File: src/hw/rtl/sector_buffer_cache_lfu_macros.svh
// Assertion macros used by the sector buffer cache top module.
// All of them sample on the rising edge of clock and are off while reset is high.
`ifndef SECTOR_BUFFER_CACHE_LFU_MACROS_SVH
`define SECTOR_BUFFER_CACHE_LFU_MACROS_SVH

// The consequent must hold in the same cycle as the antecedent.
`define SBC_ASSERT_NOW(label, ante, cons, msg) \
   label: assert property (@(posedge clock) disable iff (reset) (ante) |-> (cons)) \
      else $error(msg);

// The consequent must hold in the cycle after the antecedent.
`define SBC_ASSERT_NEXT(label, ante, cons, msg) \
   label: assert property (@(posedge clock) disable iff (reset) (ante) |=> (cons)) \
      else $error(msg);

`endif

File: src/hw/rtl/sbc_pkg.sv
package sbc_pkg;

   localparam int SLOTS_DEF   = 16;
   localparam int MAX_RUN_DEF = 128;

   localparam int SECTOR_W = 32;
   localparam int COUNT_W  = 8;
   localparam int USES_W   = 16;
   localparam int SLOT_W   = 4;

   localparam logic [USES_W-1:0] USES_MAX = {USES_W{1'b1}};

   typedef enum logic [1:0] {
      WR_CLEAR = 2'd0,
      WR_HIT   = 2'd1,
      WR_MISS  = 2'd2
   } wr_kind_type;

   // Scan token that walks down the row of slot cells.
   typedef struct packed {
      logic                valid;
      logic                done;
      logic                hit;
      logic                need_fill;
      logic                have_victim;
      logic [USES_W-1:0]   vuses;
      logic [SECTOR_W-1:0] sector;
      logic [COUNT_W-1:0]  count;
   } tok_type;

   // Update broadcast to all cells; only the addressed cell takes it.
   typedef struct packed {
      logic                en;
      wr_kind_type         kind;
      logic                set_count;
      logic [SECTOR_W-1:0] sector;
      logic [COUNT_W-1:0]  count;
   } wr_type;

endpackage

File: src/hw/rtl/sbc_cell.sv
module sbc_cell #(
   parameter int SLOTS = sbc_pkg::SLOTS_DEF,
   parameter int INDEX = 0,
   localparam int IDXW = $clog2(SLOTS)
) (
   input  logic              clock,
   input  logic              reset,
   input  sbc_pkg::tok_type  tok_i,
   input  logic [IDXW-1:0]   idx_i,
   output sbc_pkg::tok_type  tok_o,
   output logic [IDXW-1:0]   idx_o,
   input  sbc_pkg::wr_type   wr_i,
   input  logic [IDXW-1:0]   wr_idx_i
);

   localparam logic [IDXW-1:0] MY_IDX = IDXW'(INDEX);

   logic [sbc_pkg::SECTOR_W-1:0] sector_ff;
   logic [sbc_pkg::USES_W-1:0]   uses_ff;
   logic [sbc_pkg::COUNT_W-1:0]  count_ff;
   sbc_pkg::tok_type             tok_ff, tok_in;
   logic [IDXW-1:0]              idx_ff, idx_in;
   logic                         match;
   logic                         take;
   logic                         sel;

   assign match = (sector_ff == tok_i.sector);
   assign sel   = wr_i.en && (wr_idx_i == MY_IDX);

   always_comb begin
      tok_in = tok_i;
      idx_in = idx_i;
      take   = !tok_i.have_victim || (tok_i.vuses > uses_ff);
      if (tok_i.valid && !tok_i.done) begin
         if (match) begin
            tok_in.done      = 1'b1;
            tok_in.hit       = 1'b1;
            tok_in.need_fill = (count_ff < tok_i.count);
            idx_in           = MY_IDX;
         end else begin
            if (take) begin
               tok_in.have_victim = 1'b1;
               tok_in.vuses       = uses_ff;
               idx_in             = MY_IDX;
            end
            // An unused slot ends the scan: it is the victim and nothing later counts.
            if (take && (uses_ff == '0)) begin
               tok_in.done = 1'b1;
            end
         end
      end
   end

   always_ff @(posedge clock) begin
      if (reset) begin
         tok_ff <= '0;
      end else begin
         tok_ff <= tok_in;
      end
      idx_ff <= idx_in;
   end

   always_ff @(posedge clock) begin
      if (reset) begin
         sector_ff <= '0;
         uses_ff   <= '0;
         count_ff  <= '0;
      end else if (sel) begin
         case (wr_i.kind)
            sbc_pkg::WR_CLEAR: begin
               sector_ff <= '0;
               uses_ff   <= '0;
               count_ff  <= '0;
            end
            sbc_pkg::WR_HIT: begin
               if (uses_ff != sbc_pkg::USES_MAX) begin
                  uses_ff <= uses_ff + 1'b1;
               end
               if (wr_i.set_count) begin
                  count_ff <= wr_i.count;
               end
            end
            sbc_pkg::WR_MISS: begin
               sector_ff <= wr_i.sector;
               uses_ff   <= sbc_pkg::USES_W'(1);
               count_ff  <= wr_i.count;
            end
            default: begin
            end
         endcase
      end
   end

   assign tok_o = tok_ff;
   assign idx_o = idx_ff;

endmodule

File: src/hw/rtl/sector_buffer_cache_lfu.sv
// Tag store of a sector buffer cache with least-used replacement. A lookup transaction
// is taken when start is high and busy is low; a scan token then passes down a row of
// SLOTS slot cells, one cell per clock, and busy stays high until the token leaves the
// last cell, whose output is registered once more to give the result. A fill-failed
// report does not raise busy. Each result is shown for exactly one cycle with
// rsp_valid high; the receiver cannot stall it and must take it in that cycle.
`include "sector_buffer_cache_lfu_macros.svh"

module sector_buffer_cache_lfu #(
   parameter int SLOTS   = sbc_pkg::SLOTS_DEF,
   parameter int MAX_RUN = sbc_pkg::MAX_RUN_DEF
) (
   input  logic                         clock,
   input  logic                         reset,
   input  logic                         start,
   output logic                         busy,
   input  logic                         req_operation,
   input  logic [sbc_pkg::SECTOR_W-1:0] req_sector,
   input  logic [sbc_pkg::COUNT_W-1:0]  req_count,
   input  logic [sbc_pkg::SLOT_W-1:0]   req_failed_slot,
   output logic                         rsp_valid,
   output logic [sbc_pkg::SLOT_W-1:0]   rsp_slot,
   output logic                         rsp_need_fill,
   output logic                         rsp_hit
);

   localparam int IDXW = $clog2(SLOTS);
   localparam logic [sbc_pkg::COUNT_W-1:0] RUN_LIMIT = sbc_pkg::COUNT_W'(MAX_RUN);

   typedef enum logic [1:0] {
      ST_IDLE = 2'b01,
      ST_SCAN = 2'b10
   } state_type;

   state_type                     state_ff, state_in;
   sbc_pkg::tok_type              launch;
   sbc_pkg::tok_type              tok [SLOTS];
   logic [IDXW-1:0]               idx [SLOTS];
   logic [SLOTS-1:0]              tok_valid_vec;
   sbc_pkg::tok_type              last;
   logic [IDXW-1:0]               last_idx;
   logic                          last_valid;
   logic                          tok_active;
   logic                          accept;
   logic                          lookup_accept;
   logic                          fail_accept;
   logic                          fslot_ok;
   logic [sbc_pkg::COUNT_W-1:0]   count_clamped;
   sbc_pkg::wr_type               wr;
   logic [IDXW-1:0]               wr_idx;
   logic                          rsp_valid_ff, rsp_valid_in;
   logic [sbc_pkg::SLOT_W-1:0]    rsp_slot_ff, rsp_slot_in;
   logic                          rsp_need_fill_ff, rsp_need_fill_in;
   logic                          rsp_hit_ff, rsp_hit_in;

   assign busy          = reset || (state_ff != ST_IDLE);
   assign accept        = start && !busy;
   assign lookup_accept = accept && !req_operation;
   assign fail_accept   = accept && req_operation;
   assign fslot_ok      = int'(req_failed_slot) < SLOTS;

   always_comb begin
      if (req_count == '0) begin
         count_clamped = sbc_pkg::COUNT_W'(1);
      end else if (req_count > RUN_LIMIT) begin
         count_clamped = RUN_LIMIT;
      end else begin
         count_clamped = req_count;
      end
   end

   always_comb begin
      launch        = '0;
      launch.valid  = lookup_accept;
      launch.sector = req_sector;
      launch.count  = count_clamped;
   end

   for (genvar i = 0; i < SLOTS; i++) begin : g_cell
      if (i == 0) begin : g_first
         sbc_cell #(.SLOTS(SLOTS), .INDEX(i)) u_cell (
            .clock    (clock),
            .reset    (reset),
            .tok_i    (launch),
            .idx_i    ('0),
            .tok_o    (tok[i]),
            .idx_o    (idx[i]),
            .wr_i     (wr),
            .wr_idx_i (wr_idx)
         );
      end else begin : g_next
         sbc_cell #(.SLOTS(SLOTS), .INDEX(i)) u_cell (
            .clock    (clock),
            .reset    (reset),
            .tok_i    (tok[i-1]),
            .idx_i    (idx[i-1]),
            .tok_o    (tok[i]),
            .idx_o    (idx[i]),
            .wr_i     (wr),
            .wr_idx_i (wr_idx)
         );
      end
      assign tok_valid_vec[i] = tok[i].valid;
   end

   assign last       = tok[SLOTS-1];
   assign last_idx   = idx[SLOTS-1];
   assign last_valid = last.valid;
   assign tok_active = |tok_valid_vec;

   always_comb begin
      wr     = '0;
      wr_idx = last_idx;
      if (fail_accept && fslot_ok) begin
         wr.en   = 1'b1;
         wr.kind = sbc_pkg::WR_CLEAR;
         wr_idx  = IDXW'(req_failed_slot);
      end else if (last_valid) begin
         wr.en        = 1'b1;
         wr.kind      = last.hit ? sbc_pkg::WR_HIT : sbc_pkg::WR_MISS;
         wr.set_count = last.need_fill;
         wr.sector    = last.sector;
         wr.count     = last.count;
      end
   end

   always_comb begin
      state_in = state_ff;
      case (state_ff)
         ST_IDLE: begin
            if (lookup_accept) begin
               state_in = ST_SCAN;
            end
         end
         ST_SCAN: begin
            if (last_valid) begin
               state_in = ST_IDLE;
            end
         end
         default: begin
            state_in = ST_IDLE;
         end
      endcase
   end

   always_comb begin
      rsp_valid_in     = fail_accept || last_valid;
      rsp_slot_in      = sbc_pkg::SLOT_W'(last_idx);
      rsp_need_fill_in = last.hit ? last.need_fill : 1'b1;
      rsp_hit_in       = last.hit;
      if (fail_accept) begin
         rsp_slot_in      = req_failed_slot;
         rsp_need_fill_in = 1'b0;
         rsp_hit_in       = 1'b0;
      end
   end

   always_ff @(posedge clock) begin
      if (reset) begin
         state_ff     <= ST_IDLE;
         rsp_valid_ff <= 1'b0;
      end else begin
         state_ff     <= state_in;
         rsp_valid_ff <= rsp_valid_in;
      end
      rsp_slot_ff      <= rsp_slot_in;
      rsp_need_fill_ff <= rsp_need_fill_in;
      rsp_hit_ff       <= rsp_hit_in;
   end

   assign rsp_valid     = rsp_valid_ff;
   assign rsp_slot      = rsp_slot_ff;
   assign rsp_need_fill = rsp_need_fill_ff;
   assign rsp_hit       = rsp_hit_ff;

   `SBC_ASSERT_NOW(a_one_token, 1'b1, $onehot0(tok_valid_vec), "two scan tokens in the row")
   `SBC_ASSERT_NOW(a_token_in_scan, tok_active, state_ff == ST_SCAN, "token outside a lookup")
   `SBC_ASSERT_NEXT(a_rsp_after_scan, last_valid, rsp_valid_ff, "finished scan gave no result")
   `SBC_ASSERT_NOW(a_rsp_cause, rsp_valid_ff, $past(last_valid || fail_accept), "stray result")

endmodule

File: config.mk
export PLATFORM = sky130hd
export DESIGN_NAME = sector_buffer_cache_lfu
export DESIGN_NICKNAME = d
export VERILOG_FILES = /design/src/hw/rtl/sbc_pkg.sv /design/src/hw/rtl/sbc_cell.sv /design/src/hw/rtl/sector_buffer_cache_lfu.sv
export VERILOG_INCLUDE_DIRS = /design/src /design/src/hw/rtl
export SDC_FILE = /design/constraint.sdc
export NUM_CORES = 2
export LEC_CHECK = 0
export BUFFER_PORTS_ARGS = -buffer_cell sky130_fd_sc_hd__buf_2
export CAP_MARGIN = 25
export CORE_MARGIN = 8
export CORE_UTILIZATION = 25
export CTS_BUF_LIST = sky130_fd_sc_hd__clkbuf_8
export CTS_CLUSTER_DIAMETER = 120
export CTS_CLUSTER_SIZE = 12
export DETAILED_ROUTE_END_ITERATION = 6
export MAX_ROUTING_LAYER = met4
export PLACE_DENSITY = 0.38
export SYNTH_ARGS = -nofsm -noshare
export SYNTH_HDL_FRONTEND = slang
export SYNTH_SLANG_ARGS = --single-unit
File: constraint.sdc
create_clock -name clock -period 6.42 [get_ports clock]
set_input_delay 0.321 -clock clock [delete_from_list [all_inputs] [get_ports clock]]
set_output_delay 0.321 -clock clock [all_outputs]
set_load 0.005 [all_outputs]
# Word-level counts from Yosys, hierarchy flattened
# Cells that the tools add are included.
# Widths: inputs -> output; s select.
[classes] n_addsub=16 order_cmp=32 eq_ne=71 mux=182 bitwise=3 n_reduce_logical=170
[ops] cell="$pmux 16 s3" n=16
[ops] cell="$mux 17" n=31
[ops] cell="$eq 32x32->1" n=16
[ops] cell="$mux 20" n=14
[ops] cell="$add 16x1->16 const B" n=16
[ops] cell="$mux 16" n=16
[ops] cell="$ne 16x16->1 const B" n=16
[ops] cell="$gt 16x16->1" n=15
[ops] cell="$logic_not 16->1" n=15
[ops] cell="$mux 4" n=43
[ops] cell="$lt 8x8->1" n=16
[ops] cell="$reduce_and 3->1" n=32
[ops] cell="$pmux 32 s2" n=1
[ops] cell="$logic_and 1x1->1" n=48
[ops] cell="$mux 44" n=1
[ops] cell="$mux 41" n=1
[ops] cell="$mux 2" n=19
[ops] cell="$ne 2x1->1 const B" n=19
[ops] cell="$reduce_and 2->1" n=17
[ops] cell="$mux 1" n=33
[ops] cell="$eq 4x4->1 const B" n=8
[ops] cell="$logic_not 1->1" n=32
[ops] cell="$mux 8" n=3
[ops] cell="$pmux 8 s3" n=1
[ops] cell="other kinds (19)" n=45
[totals] ff_bits=1923 inputBits=48 out_inout_bits=8 wordCells=668

# Longest topological paths before layout
[depth] word_depth=9 mapped_depth=15 depth_no_buf=11

# Modules after synthesis
# Synthesis repeated with hierarchy kept, for this count alone.
[hier_totals] hier_cells=9130 area_unflattened_um2=84661.2
[modules_own_cells] mod="sbc_cell at g_cell[0].g_first.u_cell ..." n_inst=2 cells_per_inst=574 area_each_um2=5295.1 seq_area_each_um2=2422.3
[modules_own_cells] mod="sbc_cell at g_cell[1].g_next.u_cell ..." n_inst=2 cells_per_inst=560 area_each_um2=5253.8 seq_area_each_um2=2422.3
[modules_own_cells] mod="sbc_cell at g_cell[15].g_next.u_cell" n_inst=1 cells_per_inst=580 area_each_um2=5310.1 seq_area_each_um2=2422.3
[modules_own_cells] mod="sbc_cell at g_cell[6].g_next.u_cell" n_inst=1 cells_per_inst=561 area_each_um2=5300.1 seq_area_each_um2=2422.3
[modules_own_cells] mod="sbc_cell at g_cell[9].g_next.u_cell" n_inst=1 cells_per_inst=570 area_each_um2=5293.8 seq_area_each_um2=2422.3
[modules_own_cells] mod="sbc_cell at g_cell[11].g_next.u_cell" n_inst=1 cells_per_inst=561 area_each_um2=5267.6 seq_area_each_um2=2422.3
[modules_own_cells] mod="sbc_cell at g_cell[8].g_next.u_cell" n_inst=1 cells_per_inst=567 area_each_um2=5252.5 seq_area_each_um2=2422.3
[modules_own_cells] mod="sbc_cell at g_cell[14].g_next.u_cell" n_inst=1 cells_per_inst=557 area_each_um2=5241.3 seq_area_each_um2=2422.3
[modules_own_cells] mod="sbc_cell at g_cell[7].g_next.u_cell" n_inst=1 cells_per_inst=574 area_each_um2=5230.0 seq_area_each_um2=2422.3
[modules_own_cells] mod="sbc_cell at g_cell[3].g_next.u_cell" n_inst=1 cells_per_inst=557 area_each_um2=5226.3 seq_area_each_um2=2422.3
[modules_own_cells] mod="sbc_cell at g_cell[4].g_next.u_cell" n_inst=1 cells_per_inst=557 area_each_um2=5212.5 seq_area_each_um2=2422.3
[modules_own_cells] mod="sbc_cell at g_cell[13].g_next.u_cell" n_inst=1 cells_per_inst=568 area_each_um2=5190.0 seq_area_each_um2=2422.3
[modules_own_cells] mod="sbc_cell at g_cell[12].g_next.u_cell" n_inst=1 cells_per_inst=563 area_each_um2=5167.5 seq_area_each_um2=2422.3
[modules_own_cells] mod="sbc_cell at g_cell[10].g_next.u_cell" n_inst=1 cells_per_inst=559 area_each_um2=5153.7 seq_area_each_um2=2422.3
[modules_own_cells] mod="sector_buffer_cache_lfu" n_inst=1 cells_per_inst=88 area_each_um2=718.2 seq_area_each_um2=180.2

# Worst setup path after synthesis
# No wires, ideal clock.
[synth_timing] kind="input -> register" startpoint="input reset" endpoint="register g_cell[10].g_next.u_cell.uses_ff[11] (netlist bit)" setup_time_ns=0.128 t_arrival_ns=3.479 required_time_ns=6.292 path_slack_ns=2.813 stages=13 n_path_buf=3 path_cell_list="buf_6 > nor3b_4 > inv_2 > buf_2 > o21ai_0 > or2_2 > ha_1 > and3b_1 > a2111oi_0 > o32ai_1 > o21ai_0 > clkbuf_1 > nor2_1"
[synth_between] elab_chain_len=8 elab_cells_between_ends=15 classes_between="eq/ne: 4; mux: 3; reduce/logical: 8"
[synth_lines] item="start: declaration" line="sector_buffer_cache_lfu.sv:14" text="input logic reset,"
[synth_lines] item="$logic_or 1x1->1" line="sector_buffer_cache_lfu.sv:56" text="assign busy = reset || (state_ff != ST_IDLE);"
[synth_lines] item="$logic_not 1->1" line="sector_buffer_cache_lfu.sv:57" text="assign accept = start && !busy;"
[synth_lines] item="$logic_and 1x1->1" line="sector_buffer_cache_lfu.sv:57"
[synth_lines] item="$logic_and 1x1->1" line="sector_buffer_cache_lfu.sv:59" text="assign fail_accept = accept && req_operation;"
[synth_lines] item="$mux 3 / $mux 4 (equally long branches)" line="sector_buffer_cache_lfu.sv:114" text="if (fail_accept && fslot_ok) begin"
[synth_lines] item="$eq 2x1->1, or another cell as far along" line="sbc_cell.sv:69" text="case (wr_i.kind)"
[synth_lines] item="$ne 2x1->1 (no source line), or another cell as far along"
[synth_lines] item="$reduce_and 3->1 (no source line)"
[synth_lines] item="end signal: assignment" line="sbc_cell.sv:77" text="uses_ff <= uses_ff + 1'b1;"
[synth_lines] item="end signal: assignment" line="sbc_cell.sv:85" text="uses_ff <= sbc_pkg::USES_W'(1);"
[synth_lines] item="end: declaration" line="sbc_cell.sv:19" text="logic [sbc_pkg::USES_W-1:0] uses_ff;"
# Parallel ways exist; a longest one is shown, timed or not.
# A chain may end at the register's enable or synchronous reset.

# Worst setup path after layout
[layout_timing] startpoint="register state_ff[0]" endpoint="register g_cell[11].g_next.u_cell.uses_ff[13] (netlist bit)"
[layout_between] elab_chain_len=9 elab_cells_between_ends=16 classes_between="eq/ne: 5; mux: 3; reduce/logical: 8"
[layout_lines] item="start: declaration" line="sector_buffer_cache_lfu.sv:35" text="state_type state_ff, state_in;"
[layout_lines] item="start signal: assignment" line="sector_buffer_cache_lfu.sv:163" text="state_ff <= state_in;"
[layout_lines] item="$ne 2x1->1 *" line="sector_buffer_cache_lfu.sv:56"
[layout_lines] item="$logic_or 1x1->1 *" line="sector_buffer_cache_lfu.sv:56"
[layout_lines] item="$logic_not 1->1 *" line="sector_buffer_cache_lfu.sv:57"
[layout_lines] item="$logic_and 1x1->1 *" line="sector_buffer_cache_lfu.sv:57"
[layout_lines] item="$logic_and 1x1->1 *" line="sector_buffer_cache_lfu.sv:59"
[layout_lines] item="$mux 3 / $mux 4 (equally long branches)" line="sector_buffer_cache_lfu.sv:114"
[layout_lines] item="$eq 2x1->1, or another cell as far along" line="sbc_cell.sv:69"
[layout_lines] item="$ne 2x1->1 (no source line), or another cell as far along"
[layout_lines] item="$reduce_and 3->1 (no source line)"
[layout_lines] item="end signal: assignment" line="sbc_cell.sv:77"
[layout_lines] item="end signal: assignment" line="sbc_cell.sv:85"
[layout_lines] item="end: declaration" line="sbc_cell.sv:19"
# Every way passes the cells marked *; elsewhere a longest branch is shown, timed or not.

==> impl_metrics.tcl <==
set metrics [dict create \
    die_area_um2 347000 \
    cts_resized 0 \
    finalSetupViolCount 0 \
    synth-seq-cells 1912 \
    critPathMaxStageDelay_ns 1.07 \
    numCtsBuffers 183 \
    cp.arrival_ns 5.69 \
    startpoint_type "flip-flop" \
    powerDensity_nw_per_um2 216 \
    r2r-end "g_cell[11].g_next.u_cell.uses_ff[13]" \
    slew-limit-headroom_pct 16.8 \
    start_util_pct 25.1 \
    antenna_found_initial 12 \
    drc 0 \
    r2r_slack_ns 1.62 \
    grt_pass1_vias 61900 \
    fin_ws_ns 1.62 \
    rows 210 \
    routabilityCongestion 0.831 \
    p_leak_nw 35.7 \
    core_region_area_um2 327000 \
    cts_root_buffer "clkbuf_8" \
    ant_nets 0 \
    vias 62000 \
    crit_fanout 25 \
    fin_total_pwr_mw 19.5 \
    rsz0062_at_grt "no" \
    min_period_over_period_pct 74.8 \
    area_delta_synth_final_pct 10.3 \
    drive_above_1_share_pct 5.31 \
    die_x_um 589 \
    final_hold_viol_count 0 \
    synth_area_per_cell_um2 8.93 \
    final_util_pct 27.7 \
    tns_ns 0 \
    cts_setup_buffers 0 \
    min_period_ns 4.80 \
    ys.flop_type "dfxtp_1" \
    clock-sinks 1912 \
    synthesis.nets 9624 \
    netlist_area_um2 82100 \
    dp_hpwl_um 197000 \
    grt_max_degree 207 \
    netlist_instances 9191 \
    ios 56 \
    port-buffer-count 55 \
    grt_usage_pct 15.8 \
    synthDistinctLibCells 76 \
    via_per_inst 4.60 \
    hold_path_end "g_cell[0].g_first.u_cell.tok_o[39]" \
    fin_skew_ns 0.0635 \
    tightest_slew_ns 1.22 \
    place_ws_ns 1.41 \
    reg2reg_depth 12 \
    path_class "reg2reg" \
    status "finished, final reports clean" \
    firstDrtPassIters 5 \
    layout.nets 9527 \
    maxSlewViolCount 0 \
    cts_tree "done" \
    grt_first_pass_wirelength_um 412000 \
    yosysWarnings 0 \
    critical_path_required_ns 7.31 \
    maxCapViolCount 0 \
    hold_start "req_sector[31]" \
    insertion_delay_ns 1.02 \
    seq_area_frac_synth_pct 46.6 \
    hold_buffers 62 \
    die_h_um 589 \
    ir_worst_vdd_mv 0.141 \
    htreeDepth 4 \
    crit_path_end_kind "flip-flop" \
    hold_class "in2reg" \
    max_freq_mhz 208 \
    first_iter_violations 3613 \
    r2r_start "state_ff[0]" \
    cp_slowest_cell "a2111oi_0" \
    ctsLongestPathBuffers 4 \
    hold-path-cell-count 3 \
    wire_per_inst_um 20.6 \
    critical_path.cell_chain "nor3b_4 > buf_4 > inv_2 > o21ai_0 > or2_2 > ha_2 > and3b_1 > a2111oi_0 > o32a_1 > nand2_1 > or3_1 > a21oi_1" \
    drt-total-wl_um 277000 \
    clkTransAtPathRegs_ns 0.09 \
    synth_edf_count 0 \
    gr-total-overflow 0 \
    synth-async-reset-ratio_pct 0 \
]
## where the power goes
group,internal [mW],total (mW),switching (mW)
clock,2.65,6.97,4.32
sequential,11.9,11.9,0.0430
combinational,0.151,0.595,0.444
total,14.7,19.5,4.81
## through the flow
stage               hold WS [ns]  std cells  area, µm²
floorplan                  0.386       9191      82100
global placement           0.393      13200      86900
detailed placement         0.394      13200      87100
CTS                     0.000480      13500      90400
global route              0.0512      13500      90500
finish                     0.124      13500      90500
## final cells by class
class,instances,area (µm²)
clock inverter,17,183
antenna,8,20.0
inverter,390,1470
multi-input combinational,6346,40500
sequential,1912,38300
timing repair buffer,261,2130
clock buffer,184,2530
tap,4346,5440
fill,34900,237000
## routing by layer
layer	track usage, %	share of wire, %	wire length [µm]
met1	20.6	47	130000
met2	26.1	47	131000
met3	1.57	3.2	8790
met4	4.15	2.7	7520
met5	-	0	0
## logic make-up (layout without fill, tap and decap cells)
family                   after synthesis  after routing  share of synthesized area (%)
other                                  0              8                              0
XOR/XNOR                             520            520                           5.55
AND/OR/NAND/NOR                     3419           3419                           20.6
AO/OA/AOI/OAI                       1455           1455                           10.1
buffers and inverters                933            852                           4.31
flip-flops                          1912           1912                           46.6
multiplexers                         567            567                           6.95
adder cells (fa/ha/maj)              385            385                           5.87
## registers in the layout (all words and copies together), names as in the netlist
signal                           count
g_cell.g_first.u_cell.uses_ff       16
rsp_valid                            1
g_cell.g_next.u_cell.count_ff      120
g_cell.g_next.u_cell.sector_ff     480
rsp_need_fill                        1
rsp_slot                             4
g_cell.g_first.u_cell.count_ff       8
rsp_hit                              1
g_cell.g_next.u_cell.uses_ff       240
state_ff                             2
g_cell.g_first.u_cell.tok_o         61
g_cell.g_next.u_cell.tok_o         897
g_cell.g_next.u_cell.idx_o          49
g_cell.g_first.u_cell.sector_ff     32
## cell usage in the layout (no fill, tap or decap), types with 58 or more instances in the layout
master and n:
dfxtp_1 1912, nand2_1 1034, nor2_1 730, a21oi_1 675, nor2b_1 614, mux2i_1 539, xor2_1 512, o21ai_0 422
inv_1 389, ha_1 384, nor4_1 226, clkbuf_8 184, nand3_1 172, nand4_1 147, buf_4 127, and2_1 92
nor3_1 74, nand2b_1 64, dlygate4sd3_1 62, buf_2 58
## worst max-delay path: cells and delay by family, from the launching register on
family | cells | cell delay (ns)
adders and majority gates | 1 | 0.17
AOI/OAI and AO/OA | 4 | 2.45
and+or+nand+nor | 5 | 1.29
DFF | 1 | 0.36
buffers and inverters | 2 | 0.41
## cell usage after synthesis (all sizes together), types with 75 or more instances
library cell	count	area [µm²]
nor4	227	1420
nand2	1039	3910
xor2	512	4480
nor2b	620	3880
nor3	75	380
a21oi	677	3390
mux2i	540	5410
o21ai	433	2170
inv	389	1460
clkbuf	503	1890
nand3	172	861
nand4	147	920
dfxtp	1912	38300
ha	385	4820
and2	96	603
nor2	741	2780
## worst max path at each step
stage,from,endpoint,slack [ns],depth (start not counted)
2_1_floorplan,reset,g_cell[10].g_next.u_cell.uses_ff[11],2.81,13
5_1_grt,state_ff[0],g_cell[13].g_next.u_cell.uses_ff[2],1.23,14
3_3_place_gp,reset,g_cell[15].g_next.u_cell.uses_ff[15],1.52,14
3_5_place_dp,reset,g_cell[13].g_next.u_cell.uses_ff[2],1.41,15
4_1_cts,state_ff[1],g_cell[13].g_next.u_cell.uses_ff[2],1.59,14
6_report,state_ff[0],g_cell[11].g_next.u_cell.uses_ff[13],1.62,12
Power figures use the tool's default switching activity.
